File: src/upq_pkg.sv
`timescale 1ns / 1ps
// upq_pkg: shared types, codes and the key compare for the urgency/age queue.
// No dependencies; used by every module of the block.
package upq_pkg;

   localparam int QUEUE_DEPTH = 16;
   localparam int CNT_W       = $clog2(QUEUE_DEPTH + 1);
   localparam int ID_W        = 16;
   localparam int URG_W       = 2;
   localparam int TIME_W      = 32;
   localparam int OCC_W       = 5;

   typedef enum logic [1:0] {
      OP_ENQUEUE = 2'd0,
      OP_DEQUEUE = 2'd1,
      OP_REMOVE  = 2'd2,
      OP_NONE    = 2'd3
   } op_type;

   typedef enum logic [1:0] {
      ST_OK        = 2'd0,
      ST_EMPTY     = 2'd1,
      ST_FULL      = 2'd2,
      ST_NOT_FOUND = 2'd3
   } status_type;

   localparam logic [URG_W-1:0] URG_CRITICAL = 2'd2;

   typedef struct packed {
      logic [ID_W-1:0]   id;
      logic [URG_W-1:0]  urg;
      logic [TIME_W-1:0] tim;
   } entry_type;

   // broadcast to every cell for the word in flight
   typedef struct packed {
      logic      ins;
      logic      del_id;
      entry_type key;
   } cmd_type;

   // handed from a cell to its right neighbour
   typedef struct packed {
      logic ins;
      logic hit;
   } link_type;

   // true when key a ranks strictly ahead of key b
   function automatic logic ranks_ahead(entry_type a, entry_type b);
      logic r;
      if (a.urg != b.urg) begin
         r = (a.urg > b.urg);
      end else begin
         r = (a.tim < b.tim);
      end
      return r;
   endfunction

endpackage

File: src/urgency_age_priority_queue.sv
`timescale 1ns / 1ps
// urgency_age_priority_queue: top level, a row of upq_cell slots plus the
// fill count and the result register. Depends on upq_pkg and upq_cell.
//
// Usage:
//   Command channel: a word is taken at a rising edge with start high and
//   busy low. busy is high only while reset is held, so one word may be
//   issued every cycle.
//   Result channel: one result word per command, on the rsp_ ports for one
//   cycle with rsp_strobe high, in the cycle after the command is taken.
//   Throughput is one command per cycle: every slot compares the new key and
//   the remove id at once, each cell hands its insert flag to its right
//   neighbour, and the first match ripples from cell to cell in the cycle the command is taken.
//   The head is always slot 0; enqueue shifts the tail right, dequeue and
//   remove shift the tail left.
//   Reset empties the queue (the fill count clears; slot contents are left
//   as they are and are never read past the count) and drops any pending
//   result. The receiver cannot stall, so no result is ever held back.
module urgency_age_priority_queue (
   input  logic                        clock,
   input  logic                        reset,
   input  logic                        start,
   output logic                        busy,
   input  logic [1:0]                  req_operation,
   input  logic [upq_pkg::ID_W-1:0]    req_entry_id,
   input  logic [upq_pkg::URG_W-1:0]   req_urgency,
   input  logic [upq_pkg::TIME_W-1:0]  req_arrival_time,
   output logic                        rsp_strobe,
   output logic [1:0]                  rsp_status,
   output logic [upq_pkg::ID_W-1:0]    rsp_head_id,
   output logic [upq_pkg::URG_W-1:0]   rsp_head_urgency,
   output logic [upq_pkg::TIME_W-1:0]  rsp_head_time,
   output logic [upq_pkg::OCC_W-1:0]   rsp_occupancy
);

   localparam int D = upq_pkg::QUEUE_DEPTH;

   logic [upq_pkg::CNT_W-1:0] count_ff, count_in;
   logic                      strobe_ff, strobe_in;
   upq_pkg::status_type       status_ff, status_in;
   upq_pkg::entry_type        head_ff, head_in;
   logic [upq_pkg::OCC_W-1:0] occ_ff, occ_in;

   upq_pkg::cmd_type   cmd;
   upq_pkg::op_type    op;
   upq_pkg::link_type  link [D+1];
   upq_pkg::entry_type ent  [D];
   logic               take, full, empty, del_head, found;

   assign busy  = reset;
   assign take  = start && !busy;
   assign op    = upq_pkg::op_type'(req_operation);
   assign full  = (count_ff == upq_pkg::CNT_W'(D));
   assign empty = (count_ff == '0);

   assign cmd.ins     = take && (op == upq_pkg::OP_ENQUEUE) && !full;
   assign cmd.del_id  = take && (op == upq_pkg::OP_REMOVE);
   assign cmd.key.id  = req_entry_id;
   assign cmd.key.urg = (req_urgency > upq_pkg::URG_CRITICAL) ? upq_pkg::URG_CRITICAL
                                                              : req_urgency;
   assign cmd.key.tim = req_arrival_time;
   assign del_head    = take && (op == upq_pkg::OP_DEQUEUE) && !empty;

   assign link[0].ins = 1'b0;
   assign link[0].hit = del_head;

   for (genvar i = 0; i < D; i++) begin : g_cell
      upq_pkg::entry_type left_e, right_e;
      if (i == 0) begin : g_first
         assign left_e = ent[0];
      end else begin : g_mid
         assign left_e = ent[i-1];
      end
      if (i == D - 1) begin : g_last
         assign right_e = ent[i];
      end else begin : g_inner
         assign right_e = ent[i+1];
      end
      upq_cell u_cell (
         .clock   (clock),
         .live    (upq_pkg::CNT_W'(i) < count_ff),
         .cmd     (cmd),
         .link_l  (link[i]),
         .entry_l (left_e),
         .entry_r (right_e),
         .link_r  (link[i+1]),
         .entry   (ent[i])
      );
   end

   assign found = cmd.del_id && link[D].hit;

   always_comb begin
      count_in  = count_ff;
      status_in = upq_pkg::ST_OK;
      head_in   = '0;
      case (op)
         upq_pkg::OP_ENQUEUE: begin
            if (full) begin
               status_in = upq_pkg::ST_FULL;
            end else begin
               count_in = count_ff + 1'b1;
            end
         end
         upq_pkg::OP_DEQUEUE: begin
            if (empty) begin
               status_in = upq_pkg::ST_EMPTY;
            end else begin
               head_in  = ent[0];
               count_in = count_ff - 1'b1;
            end
         end
         upq_pkg::OP_REMOVE: begin
            if (found) begin
               count_in = count_ff - 1'b1;
            end else begin
               status_in = upq_pkg::ST_NOT_FOUND;
            end
         end
         upq_pkg::OP_NONE: begin
            status_in = upq_pkg::ST_OK;
         end
         default: begin
            status_in = upq_pkg::ST_OK;
         end
      endcase
      if (!take) begin
         count_in = count_ff;
      end
      strobe_in = take;
      occ_in    = upq_pkg::OCC_W'(count_in);
   end

   always_ff @(posedge clock) begin
      if (reset) begin
         count_ff  <= '0;
         strobe_ff <= 1'b0;
      end else begin
         count_ff  <= count_in;
         strobe_ff <= strobe_in;
      end
   end

   always_ff @(posedge clock) begin
      status_ff <= status_in;
      head_ff   <= head_in;
      occ_ff    <= occ_in;
   end

   assign rsp_strobe       = strobe_ff;
   assign rsp_status       = status_ff;
   assign rsp_head_id      = head_ff.id;
   assign rsp_head_urgency = head_ff.urg;
   assign rsp_head_time    = head_ff.tim;
   assign rsp_occupancy    = occ_ff;

endmodule

File: src/upq_cell.sv
`timescale 1ns / 1ps
// upq_cell: one slot of the sorted chain; inserts, shifts right on insert,
// shifts left on removal. Depends on upq_pkg.
module upq_cell (
   input  logic                clock,
   input  logic                live,
   input  upq_pkg::cmd_type    cmd,
   input  upq_pkg::link_type   link_l,
   input  upq_pkg::entry_type  entry_l,
   input  upq_pkg::entry_type  entry_r,
   output upq_pkg::link_type   link_r,
   output upq_pkg::entry_type  entry
);

   upq_pkg::entry_type entry_ff, entry_in;
   logic               match;

   assign match      = live && cmd.del_id && (entry_ff.id == cmd.key.id);
   assign link_r.hit = link_l.hit || match;
   assign link_r.ins = cmd.ins && (!live || upq_pkg::ranks_ahead(cmd.key, entry_ff));
   assign entry      = entry_ff;

   always_comb begin
      entry_in = entry_ff;
      if (link_r.ins) begin
         entry_in = link_l.ins ? entry_l : cmd.key;
      end else if (link_r.hit) begin
         entry_in = entry_r;
      end
   end

   always_ff @(posedge clock) begin
      entry_ff <= entry_in;
   end

endmodule

File: config.mk
export PLATFORM = sky130hd
export DESIGN_NAME = urgency_age_priority_queue
export DESIGN_NICKNAME = d
export VERILOG_FILES = /design/src/upq_pkg.sv /design/src/urgency_age_priority_queue.sv /design/src/upq_cell.sv
export SDC_FILE = /design/constraint.sdc
export NUM_CORES = 2
export LEC_CHECK = 0
export BUFFER_PORTS_ARGS = -buffer_cell sky130_fd_sc_hd__buf_2
export CORE_MARGIN = 10
export CORE_UTILIZATION = 55
export DETAILED_ROUTE_END_ITERATION = 12
export GPL_TIMING_DRIVEN = 0
export PLACE_DENSITY = 0.69
export SYNTH_ARGS = -nofsm -noshare
export SYNTH_HDL_FRONTEND = slang
export SYNTH_SLANG_ARGS = --single-unit
File: constraint.sdc
create_clock -name clock -period 12.64 [get_ports clock]
set_clock_uncertainty 0.1 [all_clocks]
set_input_delay 1.264 -clock clock [delete_from_list [all_inputs] [get_ports clock]]
set_output_delay 1.264 -clock clock [all_outputs]
set_load 0.01 [all_outputs]
==> Word level (Yosys, flattened, before mapping) <==
Cells that the tools add are included.
{ "op_classes": {"n_reduce_logical": 124, "n_addsub": 2, "n_lt_le_gt_ge": 49, "multipliers": 0, "eq_ne": 36, "n_shift": 0, "div_mod_pow": 0, "bitwise": 1, "muxes": 71} }
{ "op_table": {"columns": ["operator", "count"], "rows": [
  ["2-to-1 mux 50 bit", 45],
  ["< comparator 32 bit", 16],
  ["== test 16 bit", 16],
  ["logical AND 1 bit", 55],
  ["< comparator 4 x 5 -> 1 bit, first input constant", 8],
  ["> comparator 2 bit", 16],
  ["logical OR 1 bit", 32],
  ["!= test 2 bit", 16],
  ["nonzero test 2 bit", 15],
  ["< comparator 3 x 5 -> 1 bit, first input constant", 4],
  ["2-to-1 mux 5 bit", 4],
  ["logical NOT 1 bit", 19],
  ["2-to-1 mux 1 bit", 17],
  ["case mux 5 bit (3 select lines)", 1],
  ["< comparator 1 x 5 -> 1 bit, first input constant", 2],
  ["< comparator 2 x 5 -> 1 bit, first input constant", 2],
  ["case mux 2 bit (4 select lines)", 1],
  ["2-to-1 mux 2 bit", 3],
  ["adder 5 x 1 -> 5 bit, second input constant", 1],
  ["== test 5 bit, second input constant", 1],
  ["logical NOT 5 bit", 1],
  ["subtractor 5 x 1 -> 5 bit, second input constant", 1],
  ["== test 2 bit, second input constant", 2],
  ["== test 2 x 1 -> 1 bit, second input constant", 1],
  ["4 further kinds", 4]
]} }
{ "totals": {"mem_count": 0, "inputBits": 55, "romBits": 0, "ff_bits": 863, "output_inout_bits": 59, "ram_bits": 0, "latch_bits": 0, "wordCells": 338} }

==> Logic depth before layout (Yosys ltp) <==
{ "depth": {"ltp_word": 25, "depth_mapped": 17, "depth_no_buf": 13} }

==> Cells and area by module <==
Synthesis repeated with hierarchy kept, for this count alone.
{ "unflattened": {"cells_unflattened": 5109, "hier_area_um2": 64644.5} }
{ "modules_own_cells": {"columns": ["mod", "instances", "area_each_um2", "cells_per_inst", "seq_area_each_um2"], "rows": [
  ["upq_cell", 16, 3897.5, 305, 1501.4],
  ["urgency_age_priority_queue", 1, 2284.7, 229, 1261.2]
]} }

==> Worst setup path before layout <==
No wires, ideal clock.
{ "synth_path": {"path_type": "input to register", "startpoint": "input req_urgency[1] (netlist name)", "endpoint": "register g_cell[11].u_cell.entry_ff (netlist bit g_cell[11].u_cell.entry[0]), enable pin", "slack_ns": 6.641, "n_path_buf": 5, "setup_ns": 0.725, "stages": 14, "required_ns": 11.815, "arrival_ns": 5.174, "cell_sequence": "clkbuf_1 nor2b_1 clkbuf_1 inv_1 ha_1 nand2_1 a21oi_1 nand3_1 o211ai_1 clkbuf_1 or2_2 clkbuf_1 buf_1 nand3_1"} }
{ "synth_between": {"elab_chain_len": 7, "word_cells_on_any_way": 8, "classes_between": "2 x order compare; 1 x eq/ne; 2 x mux; 3 x reduce/logical"} }
{ "synth_rtl": {"columns": ["item", "line", "text"], "rows": [
  ["start, declared", "urgency_age_priority_queue.sv:26", "input logic [upq_pkg::URG_W-1:0] req_urgency,"],
  ["> comparator 2 bit", "urgency_age_priority_queue.sv:59", "assign cmd.key.urg = (req_urgency > upq_pkg::URG_CRITICAL) ? upq_pkg::URG_CRITICAL"],
  ["2-to-1 mux 2 bit (*)", "urgency_age_priority_queue.sv:59", null],
  ["> comparator 2 bit or != test 2 bit (tied branches)", "upq_pkg.sv:52, upq_pkg.sv:51", null],
  ["2-to-1 mux 1 bit (*)", "upq_pkg.sv:51", "if (a.urg != b.urg) begin"],
  ["logical OR 1 bit (*)", "upq_cell.sv:20", "assign link_r.ins = cmd.ins && (!live || upq_pkg::ranks_ahead(cmd.key, entry_ff));"],
  ["logical AND 1 bit (*)", "upq_cell.sv:20", null],
  ["nonzero test 2 bit (no source line) (*)", null, null],
  ["end signal, assigned", "upq_cell.sv:33", "entry_ff <= entry_in;"],
  ["end, declared", "upq_cell.sv:15", "upq_pkg::entry_type entry_ff, entry_in;"]
]} }
Mark *: on every way between the ends. The rest lies on a longest branch, timed or not.
A chain may end at the register's enable or synchronous reset.

==> Worst setup path after layout <==
{ "layout_path": {"startpoint": "input req_urgency[1] (netlist name)", "endpoint": "register g_cell[11].u_cell.entry_ff (netlist bit g_cell[11].u_cell.entry[17]), enable pin"} }
Same word-level chain as after synthesis.

==> summary.md <==
| Metric | Value |
|---|---|
| Status | `complete, but fails checks` |
| Failing checks | `capacitance limit, slew limit` |
| Data required time of the worst path | `12.97 ns` |
| Routability cong. | `1.03` |
| Max VDD drop | `roughly 0.095 mV` |
| Asr flop ratio synth | `0%` |
| Die height | `approximately 350 um` |
| Inserted Clock Buffers | `between 100 and 150` |
| Mapped Area | `between 0.05 and 0.06 mm2` |
| Reg2reg setup slack | `a little under 6 ns` |
| Sink Count | `about 860` |
| First-pass iteration count of the detailed router | `9` |
| Design Area, Final | `0.0647 mm2` |
| TritonCTS clock tree | `built` |
| Post-synthesis sequential area ratio | `43.2%` |
| RSZ-0062 raised after global routing | `false` |
| Hold Buf Count CTS | `0` |
| Hold_ws | `~0.42 ns` |
| Sw Ratio | `about 29%` |
| Syn avg cell area | `~10 um2` |
| Synth warn | `0` |
| Reg2reg end | `g_cell[11].u_cell.entry[17]` |
| Fin nets | `around 6.7k` |
| Crit path arrival time | `~8.6 ns` |
| Worst hold stages | `2` |
| Final wirelength | `225 mm` |
| H-tree Lvls | `3` |
| Number of synthesized flops with an enable pin | `800` |
| FP Rows | `approximately 120` |
| #FFs+latches synth | `863` |
| Initial drt markers | `6816` |
| Placed Area | `about 0.06 mm2` |
| Post-cts resize count | `0` |
| I/O pin total | `~110` |
| Most common cell after layout, fill and taps aside | `edfxtp_1` |
| Top Usage Layer GRT | `met2` |
| Routed len/inst | `slightly below 30 um` |
| Setup_tns | `0 ns` |
| Full die area | `roughly 0.12 mm2` |
| Fillers | `slightly above 9k` |
| P_int | `around 5.5 mW` |
| PortBufs | `96` |
| Most frequent cells in the layout | `800 x edfxtp_1, 647 x mux2i_1, 536 x inv_1, 532 x ha_1, 487 x a21oi_1` |
| Max-slew violation count | `25` |
| GRT Overall Usage | `a little over a third` |
| Worst hold path class | `reg -> reg` |
| Initial antenna violation count | `19` |
| Largest net degree at the start of global routing | `51` |
| Worst-path clk slew | `0.06 ns` |
| Relative slew slack | `-8.97%` |
| DIE WIDTH | `346 um` |
| CP max FO | `30` |
| Logic pwr share | `16.0%` |
| P_leak | `a little under 30 nW` |
| Worst reg2reg path startpoint | `count_ff[4]` |
| Met2 Use GR | `between 50 and 60%` |
| Vias in the first global route | `47.8k` |
| Core Area | `0.105 mm2` |
| Met1 Usage GRT | `around 47%` |
| Worst-margin pin slew | `1.63 ns` |
| Clk root buf | `clkbuf_16` |
| DRC Markers | `0` |
| Layout cells sized above 1 | `approximately 9%` |
| Syn Inst Count | `5850` |
| Setup crit start | `req_urgency[1]` |
| Post-DP HPWL | `between 150 and 200 mm` |
| Sequential power share | `between 40 and 50%` |
| Fmax | `0.121 GHz` |
| Met3 usage | `between 10% and 20%` |
| Setup crit end | `g_cell[11].u_cell.entry[17]` |
| DR vias/cell | `roughly 6.5` |
| Post-Syn Nets | `between 6k and 7k` |
| Final period util | `roughly two thirds` |
| NetSw | `~2.2 mW` |
| Grt ovf | `0` |
| Routed Antenna Nets | `0` |
| Initial core utilization | `a little under three fifths` |
| Crit Path Category | `in -> reg` |
| R2R depth | `11` |
| Maxcap violations | `3` |
| Via count | `between 40k and 50k` |
| Clock buffer depth | `3` |
| Worst skew pair latency | `roughly 0.72 ns` |
| Pwr per Cell Area | `between 100 and 150 mW/mm2` |
| Area Overhead vs Synth | `10.5%` |
| Final setup vio count | `0` |
| Main flop type after synthesis | `edfxtp_1` |
| Min Tclk post-route | `between 8 and 9 ns` |
| CP Launch Type | `input port` |
| First-pass GRT wire length | `around 320 mm` |
| Clock Power Share | `about two fifths` |
| Distinct cells, synth | `80` |
| Hold path startpoint | `g_cell[0].u_cell.entry[1]` |
| Setup bufs post-CTS | `0` |
| Crit. End Element | `register` |
| Final hold viol count | `0` |
-- synthesized netlist by cell type, types with 109 or more instances --
cell type  number  area share, %
xnor2_1       169            2.5
edfxtp_1      800             41
nand2_1       432            2.8
inv_1         536            3.4
nor2_1        458            2.9
nand4_1       109            1.2
mux2_2        137            2.6
ha_1          532             11
mux2i_1       647             11
a21o_1        115            1.5
a21oi_1       487            4.2
o21ai_0       478            4.1
clkbuf_1      235            1.5
-- how the worst min path moves through the flow --
stage,to,slack [ns]
floorplan,rsp_head_time[10],0.38
global placement,rsp_head_time[1],0.41
detailed placement,rsp_head_time[1],0.40
CTS,rsp_head_time[1],0.42
global route,rsp_head_time[13],0.44
finish,rsp_head_time[1],0.42
-- final cells by class --
class	count	area (um2)	share of cell area, %
multi-input combinational	4083	29700	46.0
sequential	863	25300	39.1
clock buffer	134	2890	4.47
inverter	536	2010	3.11
tap	1391	1740	2.69
buffer	368	1600	2.47
timing repair buffer	111	803	1.24
clock inverter	56	578	0.894
antenna	5	12.5	0.0193
-- stage by stage --
stage	cells	worst slack, ns	util [%]	power (mW)
final	7547	4.39	61.3	7.69
after global routing	7543	4.49	61.3	7.85
after CTS	7542	4.80	61.3	7.62
after detailed placement	7352	4.09	58.0	4.55
after global placement	7337	1.89	57.6	4.51
after floorplan	5850	6.64	-	4.06
-- power groups by stage --
| stage | logic [mW] | registers (mW) | clock network [mW] |
|---|---|---|---|
| 6_report | 1.23 | 3.32 | 3.14 |
| 3_3_place_gp | 1.13 | 3.38 | 0 |
| 2_1_floorplan | 0.715 | 3.35 | 0 |
| 3_5_place_dp | 1.18 | 3.37 | 0 |
| 4_1_cts | 1.18 | 3.31 | 3.12 |
| 5_1_grt | 1.30 | 3.32 | 3.23 |
-- logic make-up (layout without fill, tap and decap cells) --
logic type	count (synthesis)	count (layout)	share of synthesized area, %
AOI/OAI and AO/OA	1235	1235	11.8
xor gates and xnor gates	259	259	3.91
adders and majority gates	532	532	11.4
buffers and inverters	904	1205	6.17
DFF	863	863	43.2
muxes	785	785	13.7
other	0	5	0
and+or+nand+nor	1272	1272	9.79
-- state kept, by name, indices dropped and copies added (netlist names) --
signal	cells
g_cell.u_cell.entry	800
rsp_head_time	32
rsp_head_id	16
count_ff	5
rsp_occupancy	5
rsp_head_urgency	2
rsp_status	2
rsp_strobe	1
-- worst max-delay path, stage by stage --
cell	delay, ns
buf_2	0.28
clkbuf_1	0.32
nor2b_1	0.37
clkbuf_1	0.68
inv_1	0.71
ha_1	0.51
nand2_1	0.07
a21oi_1	0.45
nand3_1	0.14
o211ai_1	0.19
clkbuf_1	0.79
or2_2	0.27
clkbuf_1	0.97
buf_1	0.52
nand3_4	0.57
buf_12	0.39
-- metal layers --
metal	part of all wire, %	up-vias	routed length, um
li1	-	21300	-
met2	42	3348	94000
met5	0.059	-	133
met4	5.4	22	12100
met3	15	631	32800
met1	38	23800	86100
(Power assumes the default switching activity.)
